--- src/rtl/ansi_sgr_color_parser_top_macros.svh ---
// Assertion macros shared by the color parser modules.
// Each checker samples on i_clk; the guarded form is off while i_rst_n is low.
`ifndef ANSI_SGR_COLOR_PARSER_TOP_MACROS_SVH
`define ANSI_SGR_COLOR_PARSER_TOP_MACROS_SVH
`ifndef NO_ASSERTIONS
`define ASGR_CHECK(lbl, expr, msg) \
    lbl: assert property (@(posedge i_clk) disable iff (!i_rst_n) expr) else $error(msg);
`define ASGR_CHECK_ALWAYS(lbl, expr, msg) \
    lbl: assert property (@(posedge i_clk) expr) else $error(msg);
`else
`define ASGR_CHECK(lbl, expr, msg)
`define ASGR_CHECK_ALWAYS(lbl, expr, msg)
`endif
`endif

--- src/rtl/asgr_pkg.sv ---
`timescale 1ns / 1ps

package asgr_pkg;

    // Byte codes that steer the parser.
    localparam logic [7:0] CH_ESC      = 8'h1B;
    localparam logic [7:0] CH_LBRACKET = 8'h5B;
    localparam logic [7:0] CH_SEMI     = 8'h3B;
    localparam logic [7:0] CH_M        = 8'h6D;
    localparam logic [7:0] CH_ZERO     = 8'h30;
    localparam logic [7:0] CH_NINE     = 8'h39;

    // Attribute loaded at reset: low nibble foreground, high nibble background.
    localparam logic [7:0] RESET_ATTR = 8'h07;

    // Queue between front and back.
    localparam int Q_DEPTH = 4;
    localparam int Q_AW    = $clog2(Q_DEPTH);
    localparam int Q_CW    = $clog2(Q_DEPTH + 1);

    // Result kinds.
    localparam logic KIND_PRINT = 1'b0;
    localparam logic KIND_SET   = 1'b1;

    typedef enum logic [2:0] {
        CLS_OTHER    = 3'd0,
        CLS_ESC      = 3'd1,
        CLS_LBRACKET = 3'd2,
        CLS_DIGIT    = 3'd3,
        CLS_SEMI     = 3'd4,
        CLS_MARK_M   = 3'd5
    } t_cls;

    typedef struct packed {
        t_cls       cls;
        logic [7:0] data;
    } t_item;

    typedef struct packed {
        logic [3:0] bg;
        logic [3:0] fg;
    } t_colors;

    function automatic t_cls classify(input logic [7:0] b);
        t_cls c;
        c = CLS_OTHER;
        if (b == CH_ESC) begin
            c = CLS_ESC;
        end else if (b == CH_LBRACKET) begin
            c = CLS_LBRACKET;
        end else if (b inside {[CH_ZERO:CH_NINE]}) begin
            c = CLS_DIGIT;
        end else if (b == CH_SEMI) begin
            c = CLS_SEMI;
        end else if (b == CH_M) begin
            c = CLS_MARK_M;
        end
        return c;
    endfunction

    // Applies one SGR code to the pending pair; unmapped codes leave it alone.
    function automatic t_colors apply_code(input logic [7:0] code, input t_colors pend);
        t_colors r;
        r = pend;
        if (code inside {[8'd30:8'd37]}) begin
            r.fg = 4'(code - 8'd30);
        end else if (code inside {[8'd90:8'd97]}) begin
            r.fg = 4'(code - 8'd82);
        end else if (code inside {[8'd40:8'd47]}) begin
            r.bg = 4'(code - 8'd40);
        end else if (code inside {[8'd100:8'd107]}) begin
            r.bg = 4'(code - 8'd92);
        end
        return r;
    endfunction

    // Decimal accumulate with saturation at 255.
    function automatic logic [7:0] accum_digit(input logic [7:0] acc, input logic [3:0] d);
        logic [11:0] v;
        v = ({4'd0, acc} << 3) + ({4'd0, acc} << 1) + {8'd0, d};
        return (v > 12'd255) ? 8'hFF : v[7:0];
    endfunction

endpackage

--- src/rtl/asgr_front.sv ---
`timescale 1ns / 1ps

module asgr_front (
    input  logic             i_in_valid,
    input  logic [7:0]       i_text_byte,
    input  logic             i_q_full,
    output logic             o_in_stall,
    output logic             o_push,
    output asgr_pkg::t_item  o_item
);

    // The front takes a beat whenever the queue has room and tags its class.
    assign o_in_stall  = i_q_full;
    assign o_push      = i_in_valid && !i_q_full;
    assign o_item.cls  = asgr_pkg::classify(i_text_byte);
    assign o_item.data = i_text_byte;

endmodule

--- src/rtl/asgr_queue.sv ---
`timescale 1ns / 1ps
`include "ansi_sgr_color_parser_top_macros.svh"

module asgr_queue (
    input  logic             i_clk,
    input  logic             i_rst_n,
    input  logic             i_push,
    input  asgr_pkg::t_item  i_item,
    input  logic             i_pop,
    output asgr_pkg::t_item  o_item,
    output logic             o_valid,
    output logic             o_full
);

    asgr_pkg::t_item r_mem [asgr_pkg::Q_DEPTH];

    logic [asgr_pkg::Q_AW-1:0] r_wr_ptr, n_wr_ptr;
    logic [asgr_pkg::Q_AW-1:0] r_rd_ptr, n_rd_ptr;
    logic [asgr_pkg::Q_CW-1:0] r_count, n_count;

    localparam logic [asgr_pkg::Q_CW-1:0] FULL_COUNT = asgr_pkg::Q_CW'(asgr_pkg::Q_DEPTH);
    localparam logic [asgr_pkg::Q_AW-1:0] LAST_PTR   = asgr_pkg::Q_AW'(asgr_pkg::Q_DEPTH - 1);

    assign o_valid = (r_count != '0);
    assign o_full  = (r_count == FULL_COUNT);
    assign o_item  = r_mem[r_rd_ptr];

    always_comb begin
        n_wr_ptr = r_wr_ptr;
        n_rd_ptr = r_rd_ptr;
        n_count  = r_count;
        if (i_push) begin
            n_wr_ptr = (r_wr_ptr == LAST_PTR) ? '0 : r_wr_ptr + 1'b1;
        end
        if (i_pop) begin
            n_rd_ptr = (r_rd_ptr == LAST_PTR) ? '0 : r_rd_ptr + 1'b1;
        end
        if (i_push && !i_pop) begin
            n_count = r_count + 1'b1;
        end else if (!i_push && i_pop) begin
            n_count = r_count - 1'b1;
        end
    end

    always_ff @(posedge i_clk) begin
        if (!i_rst_n) begin
            r_wr_ptr <= '0;
            r_rd_ptr <= '0;
            r_count  <= '0;
        end else begin
            r_wr_ptr <= n_wr_ptr;
            r_rd_ptr <= n_rd_ptr;
            r_count  <= n_count;
        end
    end

    always_ff @(posedge i_clk) begin
        if (i_push) begin
            r_mem[r_wr_ptr] <= i_item;
        end
    end

    `ASGR_CHECK(a_count_bound, r_count <= FULL_COUNT, "queue count above depth")
    `ASGR_CHECK(a_no_pop_empty, !(i_pop && r_count == '0), "pop from empty queue")
    `ASGR_CHECK(a_count_up, (i_push && !i_pop) |=> (r_count == $past(r_count) + 1'b1),
        "queue count did not follow a push")

endmodule

--- src/rtl/asgr_back.sv ---
`timescale 1ns / 1ps
`include "ansi_sgr_color_parser_top_macros.svh"

module asgr_back (
    input  logic             i_clk,
    input  logic             i_rst_n,
    input  logic             i_cfg_we,
    input  logic [7:0]       i_cfg_wdata,
    input  logic             i_q_valid,
    input  asgr_pkg::t_item  i_item,
    output logic             o_pop,
    output logic             o_out_valid,
    input  logic             i_out_stall,
    output logic             o_result_kind,
    output logic [7:0]       o_out_char,
    output logic [3:0]       o_fg_color,
    output logic [3:0]       o_bg_color
);

    typedef enum logic [2:0] {
        MODE_NORMAL = 3'b001,
        MODE_ESC    = 3'b010,
        MODE_SEQ    = 3'b100
    } t_mode;

    t_mode               r_mode, n_mode;
    logic [7:0]          r_acc, n_acc;
    logic                r_seen, n_seen;
    asgr_pkg::t_colors   r_pend, n_pend;
    asgr_pkg::t_colors   r_cur, n_cur;

    logic                r_out_valid;
    logic                r_kind;
    logic [7:0]          r_char;
    asgr_pkg::t_colors   r_out_col;

    logic                out_free;
    logic                emit;
    logic                n_kind;
    logic [7:0]          n_char;
    asgr_pkg::t_colors   applied;

    assign out_free = !r_out_valid || !i_out_stall;
    assign o_pop    = i_q_valid && out_free;
    assign applied  = asgr_pkg::apply_code(r_acc, r_pend);

    always_comb begin
        n_mode = r_mode;
        n_acc  = r_acc;
        n_seen = r_seen;
        n_pend = r_pend;
        n_cur  = r_cur;
        emit   = 1'b0;
        n_kind = asgr_pkg::KIND_PRINT;
        n_char = i_item.data;
        if (o_pop) begin
            case (r_mode)
                MODE_ESC: begin
                    if (i_item.cls == asgr_pkg::CLS_LBRACKET) begin
                        n_mode = MODE_SEQ;
                        n_acc  = '0;
                        n_seen = 1'b0;
                        n_pend = r_cur;
                    end else begin
                        n_mode = MODE_NORMAL;
                        emit   = 1'b1;
                    end
                end
                MODE_SEQ: begin
                    case (i_item.cls)
                        asgr_pkg::CLS_DIGIT: begin
                            n_acc  = asgr_pkg::accum_digit(r_acc, i_item.data[3:0]);
                            n_seen = 1'b1;
                        end
                        asgr_pkg::CLS_SEMI: begin
                            n_pend = applied;
                            n_acc  = '0;
                        end
                        asgr_pkg::CLS_MARK_M: begin
                            n_pend = applied;
                            n_acc  = '0;
                            n_mode = MODE_NORMAL;
                            if (r_seen) begin
                                n_seen = 1'b0;
                                n_cur  = applied;
                                emit   = 1'b1;
                                n_kind = asgr_pkg::KIND_SET;
                                n_char = '0;
                            end
                        end
                        default: begin
                        end
                    endcase
                end
                default: begin
                    if (i_item.cls == asgr_pkg::CLS_ESC) begin
                        n_mode = MODE_ESC;
                    end else begin
                        n_mode = MODE_NORMAL;
                        emit   = 1'b1;
                    end
                end
            endcase
        end
        if (i_cfg_we) begin
            n_cur  = i_cfg_wdata;
            n_pend = i_cfg_wdata;
        end
    end

    always_ff @(posedge i_clk) begin
        if (!i_rst_n) begin
            r_mode      <= MODE_NORMAL;
            r_acc       <= '0;
            r_seen      <= 1'b0;
            r_pend      <= asgr_pkg::RESET_ATTR;
            r_cur       <= asgr_pkg::RESET_ATTR;
            r_out_valid <= 1'b0;
        end else begin
            r_mode <= n_mode;
            r_acc  <= n_acc;
            r_seen <= n_seen;
            r_pend <= n_pend;
            r_cur  <= n_cur;
            if (out_free) begin
                r_out_valid <= emit;
            end
        end
    end

    // The result carries the colors after this beat's update.
    always_ff @(posedge i_clk) begin
        if (out_free && emit) begin
            r_kind    <= n_kind;
            r_char    <= n_char;
            r_out_col <= n_cur;
        end
    end

    assign o_out_valid   = r_out_valid;
    assign o_result_kind = r_kind;
    assign o_out_char    = r_char;
    assign o_fg_color    = r_out_col.fg;
    assign o_bg_color    = r_out_col.bg;

    `ASGR_CHECK(a_open_seq,
        (o_pop && r_mode == MODE_ESC && i_item.cls == asgr_pkg::CLS_LBRACKET)
            |=> (r_mode == MODE_SEQ),
        "ESC [ did not open a sequence")
    `ASGR_CHECK(a_acc_sat,
        (o_pop && r_mode == MODE_SEQ && i_item.cls == asgr_pkg::CLS_DIGIT && r_acc == 8'hFF)
            |=> (r_acc == 8'hFF),
        "accumulator left saturation on a digit")
    `ASGR_CHECK(a_set_from_seq,
        (r_out_valid && r_kind == asgr_pkg::KIND_SET && !$past(r_out_valid && i_out_stall))
            |-> ($past(r_mode) == MODE_SEQ && r_char == 8'd0),
        "set-color result not issued from a sequence")

endmodule

--- src/rtl/ansi_sgr_color_parser_top.sv ---
`timescale 1ns / 1ps

// ANSI SGR color parser. Text bytes arrive one beat at a time on the input
// channel; ordinary bytes come back as print results tagged with the colors in
// effect, and an ESC [ ... m sequence with at least one digit gives one
// set-color result carrying the new foreground and background. Sequences with
// no digits, the bytes inside sequences, and a lone ESC give no result. The
// block sustains one beat per clock cycle in both directions while the output
// does not stall; that figure is set by the back end, which applies one byte to
// the parser state and loads the output register in the same cycle. An accepted
// byte is registered in the four-beat queue that sits behind the classifying
// front end, and its result then in the output register. The queue lets the
// input keep flowing for up to four beats while the output stalls.
// Writing the configuration register loads the attribute into both the current
// and the pending colors; write it only while no accepted byte is still in
// flight.
module ansi_sgr_color_parser_top (
    input  logic        i_clk,
    input  logic        i_rst_n,
    input  logic        i_cfg_we,
    input  logic [7:0]  i_cfg_wdata,
    input  logic        i_in_valid,
    output logic        o_in_stall,
    input  logic [7:0]  i_text_byte,
    output logic        o_out_valid,
    input  logic        i_out_stall,
    output logic        o_result_kind,
    output logic [7:0]  o_out_char,
    output logic [3:0]  o_fg_color,
    output logic [3:0]  o_bg_color
);

    // Classified beats travel from the front end to the queue, then to the back end.
    asgr_pkg::t_item front_item;
    asgr_pkg::t_item head_item;
    logic            push;
    logic            pop;
    logic            q_valid;
    logic            q_full;

    // The front end stalls only when the queue is full.
    asgr_front u_front (
        .i_in_valid  (i_in_valid),
        .i_text_byte (i_text_byte),
        .i_q_full    (q_full),
        .o_in_stall  (o_in_stall),
        .o_push      (push),
        .o_item      (front_item)
    );

    asgr_queue u_queue (
        .i_clk   (i_clk),
        .i_rst_n (i_rst_n),
        .i_push  (push),
        .i_item  (front_item),
        .i_pop   (pop),
        .o_item  (head_item),
        .o_valid (q_valid),
        .o_full  (q_full)
    );

    // The back end pops a beat whenever its output register is free or draining.
    asgr_back u_back (
        .i_clk         (i_clk),
        .i_rst_n       (i_rst_n),
        .i_cfg_we      (i_cfg_we),
        .i_cfg_wdata   (i_cfg_wdata),
        .i_q_valid     (q_valid),
        .i_item        (head_item),
        .o_pop         (pop),
        .o_out_valid   (o_out_valid),
        .i_out_stall   (i_out_stall),
        .o_result_kind (o_result_kind),
        .o_out_char    (o_out_char),
        .o_fg_color    (o_fg_color),
        .o_bg_color    (o_bg_color)
    );

endmodule

--- config.mk ---
export PLATFORM = sky130hd
export DESIGN_NAME = ansi_sgr_color_parser_top
export DESIGN_NICKNAME = d
export VERILOG_FILES = /design/src/rtl/asgr_pkg.sv /design/src/rtl/asgr_front.sv /design/src/rtl/asgr_queue.sv /design/src/rtl/asgr_back.sv /design/src/rtl/ansi_sgr_color_parser_top.sv
export VERILOG_INCLUDE_DIRS = /design/src /design/src/rtl
export SDC_FILE = /design/constraint.sdc
export NUM_CORES = 1
export LEC_CHECK = 0
export ABC_AREA = 1
export BUFFER_PORTS_ARGS = -buffer_cell sky130_fd_sc_hd__buf_2
export CORE_ASPECT_RATIO = 0.7
export CORE_MARGIN = 2
export CORE_UTILIZATION = 61
export CTS_BUF_LIST = sky130_fd_sc_hd__clkbuf_2 sky130_fd_sc_hd__clkbuf_4 sky130_fd_sc_hd__clkbuf_8
export DETAILED_ROUTE_END_ITERATION = 16
export PLACE_DENSITY_LB_ADDON = 0.1
export SLEW_MARGIN = 20
export SYNTH_ARGS = -nofsm -noshare
export SYNTH_HDL_FRONTEND = slang
export SYNTH_SLANG_ARGS = --single-unit
--- constraint.sdc ---
create_clock -name i_clk -period 3.65 [get_ports i_clk]
set_input_delay 0.73 -clock i_clk [delete_from_list [all_inputs] [get_ports i_clk]]
set_output_delay 0.73 -clock i_clk [all_outputs]
set_load 0.03 [all_outputs]
# ---- Word level (Yosys, flattened, before mapping)
# Memory sizes are Yosys's and may differ from the RTL's. A register that Yosys moved wholly into a read port is not among the register bits.
# Cells that the tools add are included.
dict set report op_classes {
  add_sub_neg 10
  order_cmp 11
  n_eq_ne 20
  n_mux 50
  n_reduce_logical 27
}
# cell n
set op_table {}
lappend op_table {{$mux W8} 15}
lappend op_table {{$pmux W8 S2} 3}
lappend op_table {{$mux W3} 9}
lappend op_table {{$le A8 B6 Y1 const B} 3}
lappend op_table {{$mux W4} 6}
lappend op_table {{$eq A8 B7 Y1 const B} 2}
lappend op_table {{$ge A8 B6 Y1 const B} 2}
lappend op_table {{$ge A8 B7 Y1 const B} 2}
lappend op_table {{$le A8 B7 Y1 const B} 2}
lappend op_table {{$add A11 B9 Y12} 1}
lappend op_table {{$add A12 B4 Y12} 1}
lappend op_table {{$eq A3 B3 Y1 const B} 4}
lappend op_table {{$gt A12 B8 Y1 const B} 1}
lappend op_table {{$reduce_and A4 Y1} 3}
lappend op_table {{$sub A4 B4 Y4 const B} 3}
lappend op_table {{$logic_and A1 B1 Y1} 10}
lappend op_table {{$mux W2} 5}
lappend op_table {{$eq A3 B2 Y1 const B} 3}
lappend op_table {{$ne A3 B3 Y1 const B} 3}
lappend op_table {{$eq A8 B5 Y1 const B} 1}
lappend op_table {{$eq A8 B6 Y1 const B} 1}
lappend op_table {{$ge A8 B5 Y1 const B} 1}
lappend op_table {{$mux W1} 8}
lappend op_table {{$pmux W1 S2} 3}
lappend op_table {{16 further kinds} 26}
dict set report word_totals {
  reg_bits 53
  mem_bits_rw 44
  input_bits 21
  out_inout_bits 19
  word_cells 134
  mem_count 1
}
# name words word_bits read_ports rd_ports_with_merged_regs wr line
set mem_list {}
lappend mem_list {u_queue.r_mem 4 11 1 1 1 asgr_queue.sv:15} ;# asgr_pkg::t_item r_mem [asgr_pkg::Q_DEPTH];

# ---- Depth between registers and ports, before layout
# Gate-level depths: netlist of the first run.
dict set report logic_depth {
  word_depth 11
  ltp_mapped 17
  ltp_nobuf 15
}

# ---- Modules after synthesis
# Synthesis of the first run repeated with hierarchy kept, for this count alone.
dict set report hier_totals {
  cells_unflattened 624
  hier_area_um2 5373.9
}
# module instances cells_each area_per_inst_um2 seq_area_each_um2
set modules_own_cells {}
lappend modules_own_cells {asgr_back 1 416 3088.0 1091.0}
lappend modules_own_cells {asgr_queue 1 167 2090.8 1501.4}
lappend modules_own_cells {asgr_front 1 41 195.2 0.0}

# ---- Least setup slack after synthesis of the first run
# Ideal clock, no wire load.
dict set report synth_timing {
  path_type {register to register}
  startpoint {register with a tool-made name}
  endpoint {register u_back.r_acc[4]}
  setup_time_ns 0.132
  arrival_time_ns 2.840
  t_required_ns 3.518
  slack_ns 0.677
  path_stages_with_launch 15
  path_buffers 2
  period_less_slack_ns 2.973
  path_cell_list {dfxtp_1 buf_4 clkbuf_1 nor2_1 o22ai_1 fa_1 fa_1 nand3_1 nand2_1 nand2_1 a21oi_1 nor2_1 nand3_1 nand2_1 a21oi_1}
}
# element line
set synth_lines {}
lappend synth_lines {{end signal: assignment} asgr_back.sv:121} ;# r_acc <= n_acc;
lappend synth_lines {{end: declaration} asgr_back.sv:27} ;# logic [7:0] r_acc, n_acc;

==> impl_metrics.py, run 1 <==
metrics = {
    "final_layout": {
        "nets": 705,
        "multiInputGateArea_um2": 2300,
        "regArea_um2": 2592,
        "final_core_util": 0.6943,
        "drive_gt1_frac": 0.1337,
        "num-fill-cells": 658,
        "antenna_cells": 0,
        "area_delta_synth_final_pct": 10.78,
    },
    "pwr": {
        "clockPowerShare": 0.221,
        "p_int_mw": 2.378,
        "p_per_area_nw_per_um2": 658.9,
        "share_seq_of_total_power": 0.415,
        "leakage_nw": 2.585,
        "switching_share": 0.3842,
        "ir_drop_uv": 489.7,
        "p_total_mw": 3.862,
        "net-switching-power_mw": 1.484,
        "p_comb_frac": 0.364,
    },
    "floorplanning": {
        "rows": 28,
        "boundaryPins": 40,
        "dieArea_um2": 9448,
        "initial_core_util": 0.6267,
        "core_um2": 8443,
        "die_h_um": 81.93,
        "die_x_um": 115.3,
    },
    "cts": {
        "cts_buffers": 9,
        "clkSlewWorstSetupHoldPaths_ns": 0.10,
        "cts.repair_timing.setup_buffer_count": 0,
        "hold_buffers": 0,
        "htreeDepth": 3,
        "cts_tree": "built",
        "cts_root_buf": "clkbuf_8",
        "cts_resized": 0,
        "clk_path_buf_depth": 2,
        "cts.sinks": 99,
        "clk_latency_ns": 0.38,
    },
    "route": {
        "wl_per_cell_um": 14.72,
        "dr.pass1.iters": 5,
        "drt_first_iter_violations": 381,
        "vias_per_cell": 5.517,
        "vias": 4292,
        "drc": 0,
        "antenna_left": 0,
        "routed_wl_um": 11450,
    },
    "yosys": {
        "ys_seq_area_frac": 0.4900,
        "synthArstFlopShare": 0,
        "synth.avg_cell_area_um2": 8.660,
        "synthDistinctLibCells": 46,
        "syn_nets": 663,
        "synth-edff-count": 61,
        "synth_area_um2": 5291,
        "ys_seq_elements": 99,
        "yosys_warnings": 0,
        "synth_ff_type": "edfxtp_1",
        "syn_inst": 611,
    },
    "outcome": {
        "status": "finished clean",
    },
    "sta": {
        "final_max_slew_viol_count": 0,
        "tns_ns": 0,
        "finClkSkew_ns": 0.01332,
        "timing.fmax_mhz": 309.9,
        "fin_crit_sh": 0.8841,
        "finalSetupViolCount": 0,
        "rsz0062_at_grt": "no",
        "worstMarginPinSlew_ns": 0.7664,
        "period_needed_ns": 3.227,
        "hold_violations": 0,
        "slew-limit-headroom": 0.4824,
    },
    "critical_path": {
        "path_class": "flip-flop to flip-flop",
        "endpoint_kind": "flip-flop",
        "crit_arrival_ns": 3.49,
        "worst-path-max-fanout": 13,
        "crit_required_ns": 3.91,
        "startpoint_type": "flip-flop",
    },
    "placement": {
        "io_buffers": 39,
        "dpl.hpwl_um": 8225,
        "gp_congestion": 0.8696,
    },
    "grt": {
        "grt_pass1_wl_um": 18820,
        "track_usage": 0.2610,
        "grt_pass1_vias": 3922,
        "grt_max_degree": 27,
        "antenna_found_initial": 0,
        "overflow": 0,
    },
    "worst_hold_path": {
        "hold_class": "flip-flop to flip-flop",
    },
    "flow_run": {
        "drv_cap": 0,
    },
}
-- cell type report --
type                       instances  area share
sequential                        99      0.4423
inverter                          79     0.05144
tap                              120     0.02561
multi-input combinational        415      0.3923
timing repair buffer              49     0.04610
clock buffer                       9     0.02113
clock inverter                     7     0.02113
-- per-layer routing --
metal	vias to the layer above	global-route usage	part of all wire
li1	2130	-	-
met1	1989	0.3907	0.50
met2	166	0.3819	0.42
met3	7	0.06125	0.074
met4	0	0.06627	0.0060
met5	-	0	0
-- synth_stat cells (2+ instances only) --
library cell	number	area, um^2
a21oi_1	53	265.3
buf_2	3	15.01
buf_6	3	33.78
clkbuf_1	10	37.54
dfxtp_1	38	760.7
edfxtp_1	61	1832
fa_1	3	60.06
ha_1	28	350.3
inv_1	74	277.8
inv_2	3	11.26
nand2_1	135	506.7
nand2_2	4	25.02
nand2_4	2	22.52
nand3_1	57	285.3
nand3_4	3	52.55
nand3b_1	3	22.52
nand4_1	8	50.05
nor2_1	50	187.7
nor3_1	5	25.02
nor3_2	2	20.02
o211ai_1	2	15.01
o21ai_0	27	135.1
o21ai_1	4	20.02
o22ai_1	7	43.79
xnor2_1	5	43.79
-- logic make-up (layout without fill, tap and decap cells) --
kind of cell	count (synthesis)	count (layout)	share of synthesized area
and+or+nand+nor	276	276	0.2395
AOI/OAI and AO/OA	102	102	0.1076
DFF	99	99	0.4900
buffers and inverters	97	144	0.07543
adders and majority gates	31	31	0.07756
xor gates and xnor gates	6	6	0.009931
-- power groups by stage --
| stage | clock network (mW) | logic (mW) | registers (mW) |
|---|---|---|---|
| after floorplan | 0 | 0.839 | 1.82 |
| after global placement | 0 | 1.35 | 1.62 |
| after detailed placement | 0 | 1.39 | 1.63 |
| after CTS | 0.869 | 1.40 | 1.60 |
| after global routing | 0.900 | 1.56 | 1.63 |
| final | 0.853 | 1.41 | 1.60 |
-- final timing paths --
kind | start | cells after the start | slack, ns | end
max reg2reg | flip-flop | 13 | 0.42 | u_back.r_acc[4]
max | flip-flop | 13 | 0.42 | u_back.r_acc[4]
min reg2reg | u_back.r_seen | 2 | 0.47 | u_back.r_seen
min | u_back.r_seen | 2 | 0.47 | u_back.r_seen
-- sequential cells by signal (all words and copies together), names as in the netlist, named ones only --
name and cells:
u_back.o_out_char 8, u_queue.r_wr_ptr 2, u_back.r_cur 8, u_back.o_bg_color 4, u_queue.r_count 3, u_queue.r_mem 44, u_queue.r_rd_ptr 2, u_back.o_result_kind 1
u_back.r_pend 8, u_back.r_acc 8, u_back.r_mode 3, u_back.r_seen 1, u_back.o_out_valid 1, u_back.o_fg_color 4
-- stage by stage --
stage | instance area (um^2) | setup WS, ns | cells | hold WS [ns]
4_1_cts | 5862 | 0.4547 | 778 | 0.4701
6_report | 5862 | 0.4230 | 778 | 0.4667
3_3_place_gp | 5614 | 0.5824 | 762 | 0.4447
2_1_floorplan | 5291 | 0.6773 | 611 | 0.4300
5_1_grt | 5862 | 0.1212 | 778 | 0.5016
3_5_place_dp | 5614 | 0.4691 | 762 | 0.4552
-- cell usage in the layout, fill, tap and decap left out, types with 2 or more instances in the layout --
cell       instances
a21oi_1           53
buf_2             39
buf_4             10
bufinv_16          3
clkbuf_8           9
clkinv_4           2
dfxtp_1           38
edfxtp_1          61
fa_1               3
ha_1              28
inv_1             74
inv_2              3
inv_6              2
nand2_1          135
nand2_2            4
nand2_4            2
nand3_1           57
nand3_4            3
nand3b_1           3
nand4_1            8
nor2_1            50
nor3_1             5
nor3_2             2
o211ai_1           2
o21ai_0           27
o21ai_1            4
o22ai_1            7
xnor2_1            5
-- critical path, cell delays in order, from the launching register on --
cell and delay [ns]:
dfxtp_1 0.55, inv_2 0.18, o21ai_0 0.19, o22ai_1 0.14
fa_1 0.55, fa_1 0.48, nand3_1 0.10, nand2_1 0.08
nand2_1 0.08, a21oi_1 0.06, nor2_1 0.41, nand3_1 0.15
nand2_1 0.08, a21oi_1 0.06
No activity file was read; power rests on OpenSTA's default activity.
==> run 2: changes to the inputs <==
--- a/config.mk
+++ b/config.mk
@@ -14,6 +14,7 @@
 export CTS_BUF_LIST = sky130_fd_sc_hd__clkbuf_2 sky130_fd_sc_hd__clkbuf_4 sky130_fd_sc_hd__clkbuf_8
 export DETAILED_ROUTE_END_ITERATION = 16
 export PLACE_DENSITY_LB_ADDON = 0.1
+export RECOVER_POWER = 100
 export SLEW_MARGIN = 20
 export SYNTH_ARGS = -nofsm -noshare
 export SYNTH_HDL_FRONTEND = slang
==> run 2 against run 1 <==
Against the previous run: count of clock-buffer cells in the layout unchanged; sequential share of layout area rose by 0.80 points; final area shrank 1.8%; hold slack worse by 0.00056 ns; non-clock buffer count did not move; first-iteration DRC count down 8.4%; fmax rose by 0.23%; clock skew decreased by 0.0012 ns; flip-flop and latch count unchanged; sequential power about the same; clock power shrank 0.8%; wire length rose by 0.24%.
==> impl_metrics.py, run 2 (synthesized netlist as in run 1, its figures left out) <==
metrics = {
    "outcome": {
        "status": "finished clean",
    },
    "pwr": {
        "p_total_mw": 3.765,
        "ir_drop_uv": 480.8,
        "leakage_nw": 2.475,
        "p_per_area_nw_per_um2": 653.8,
    },
    "floorplanning": {
        "boundaryPins": 40,
        "die_x_um": 115.3,
        "die_h_um": 81.93,
        "initial_core_util": 0.6267,
        "rows": 28,
        "dieArea_um2": 9448,
        "core_um2": 8443,
    },
    "sta": {
        "fin_crit_sh": 0.8821,
        "hold_violations": 0,
        "rsz0062_at_grt": "no",
        "tns_ns": 0,
        "worstMarginPinSlew_ns": 0.8848,
        "layout_setup_ws_ns": 0.4303,
        "timing.fmax_mhz": 310.6,
        "finClkSkew_ns": 0.01216,
        "period_needed_ns": 3.220,
        "slew-limit-headroom": 0.4051,
        "final_max_slew_viol_count": 0,
        "finalSetupViolCount": 0,
    },
    "route": {
        "routed_wl_um": 11480,
        "vias": 4282,
        "vias_per_cell": 5.504,
        "wl_per_cell_um": 14.75,
        "drt_first_iter_violations": 349,
        "drc": 0,
        "antenna_left": 0,
        "dr.pass1.iters": 5,
    },
    "cts": {
        "htreeDepth": 3,
        "hold_buffers": 0,
        "cts_root_buf": "clkbuf_8",
        "clk_path_buf_depth": 2,
        "cts.repair_timing.setup_buffer_count": 0,
        "clkSlewWorstSetupHoldPaths_ns": 0.10,
        "cts_tree": "built",
        "cts_buffers": 9,
        "cts.sinks": 99,
        "clk_latency_ns": 0.37,
        "cts_resized": 0,
    },
    "critical_path": {
        "worst-path-max-fanout": 13,
        "r2r_slack_ns": 0.43,
        "reg2reg_depth": 13,
        "startpoint_type": "flip-flop",
        "crit_required_ns": 3.90,
        "crit_arrival_ns": 3.47,
        "endpoint_kind": "flip-flop",
        "path_class": "flip-flop to flip-flop",
        "r2r_end": "u_back.r_acc[3]",
    },
    "final_layout": {
        "largest-register": "u_queue.r_mem",
        "final_cells": 778,
        "largest_reg_flops": 44,
        "final_core_util": 0.6820,
        "nets": 705,
        "antenna_cells": 0,
        "most-common-layout-cells": "nand2_1, inv_1, edfxtp_1",
        "layout_commonest_cell": "nand2_1",
        "num-fill-cells": 692,
        "drive_gt1_frac": 0.07447,
        "area_delta_synth_final_pct": 8.820,
    },
    "placement": {
        "dpl.hpwl_um": 8225,
        "dpl.cell_count": 762,
        "gp_congestion": 0.8696,
        "post-place-ws_ns": 0.4691,
        "io_buffers": 39,
    },
    "flow_run": {
        "drv_cap": 0,
    },
    "grt": {
        "overflow": 0,
        "antenna_found_initial": 0,
        "grt_pass1_vias": 3922,
        "grt_pass1_wl_um": 18820,
        "track_usage": 0.2610,
        "grt_max_degree": 27,
    },
    "worst_hold_path": {
        "worstHoldStart": "u_back.r_seen",
        "worstHoldPathCells": 2,
        "hold_class": "flip-flop to flip-flop",
        "holdPathEnd": "u_back.r_seen",
    },
}
==> run 2: final cells by class <==
type | instances | area [um^2] | area share
Inverter | 79 | 301.5 | 0.05237
Sequential cell | 99 | 2592 | 0.4502
Clock inverter | 7 | 123.9 | 0.02151
Clock buffer | 9 | 123.9 | 0.02151
Multi-Input combinational cell | 415 | 2252 | 0.3911
Tap cell | 120 | 150.1 | 0.02608
Timing Repair Buffer | 49 | 214.0 | 0.03716
==> run 2: worst max-delay path, stage by stage, from the launching register on <==
cell and delay (ns):
dfxtp_1 0.55, inv_2 0.17, o21ai_0 0.19, o22ai_1 0.14
fa_1 0.55, fa_1 0.48, nand3_1 0.10, nand2_1 0.08
nand2_1 0.08, a21oi_1 0.06, nor2_1 0.39, nand3b_1 0.15
nand2_1 0.08, a21oi_1 0.06
==> run 2: layer usage <==
layer  GRT usage  vias up  routed length, um  part of all wire
met3     0.06125       10                780             0.068
met4     0.06627        0                 85            0.0074
li1            -     2130                  -                 -
met1      0.3907     1998               5788              0.50
met2      0.3819      144               4824              0.42
met5           0        -                  0                 0
==> run 2: metrics by stage <==
stage / hold slack, ns / instance area [um^2]
2_1_floorplan: 0.4300 / 5291
3_3_place_gp: 0.4447 / 5614
3_5_place_dp: 0.4552 / 5614
4_1_cts: 0.4701 / 5862
5_1_grt: 0.5020 / 5758
6_report: 0.4661 / 5758
==> run 2: worst max path at each step <==
| stage | slack (ns) | end | from | depth (start not counted) |
|---|---|---|---|---|
| CTS | 0.45 | u_back.r_acc[4] | flip-flop | 13 |
| floorplan | 0.68 | u_back.r_acc[4] | flip-flop | 14 |
| global placement | 0.58 | u_back.r_acc[6] | flip-flop | 13 |
| detailed placement | 0.47 | u_back.r_acc[4] | flip-flop | 13 |
| finish | 0.43 | u_back.r_acc[3] | flip-flop | 13 |
| global route | 0.12 | u_back.r_acc[0] | flip-flop | 13 |
==> run 2: power by group <==
part           leakage (nW)  total (mW)  switching [mW]  internal (mW)
clock network         0.120       0.846           0.385          0.461
logic                  1.47        1.32           0.951          0.365
registers             0.885        1.60           0.116           1.49
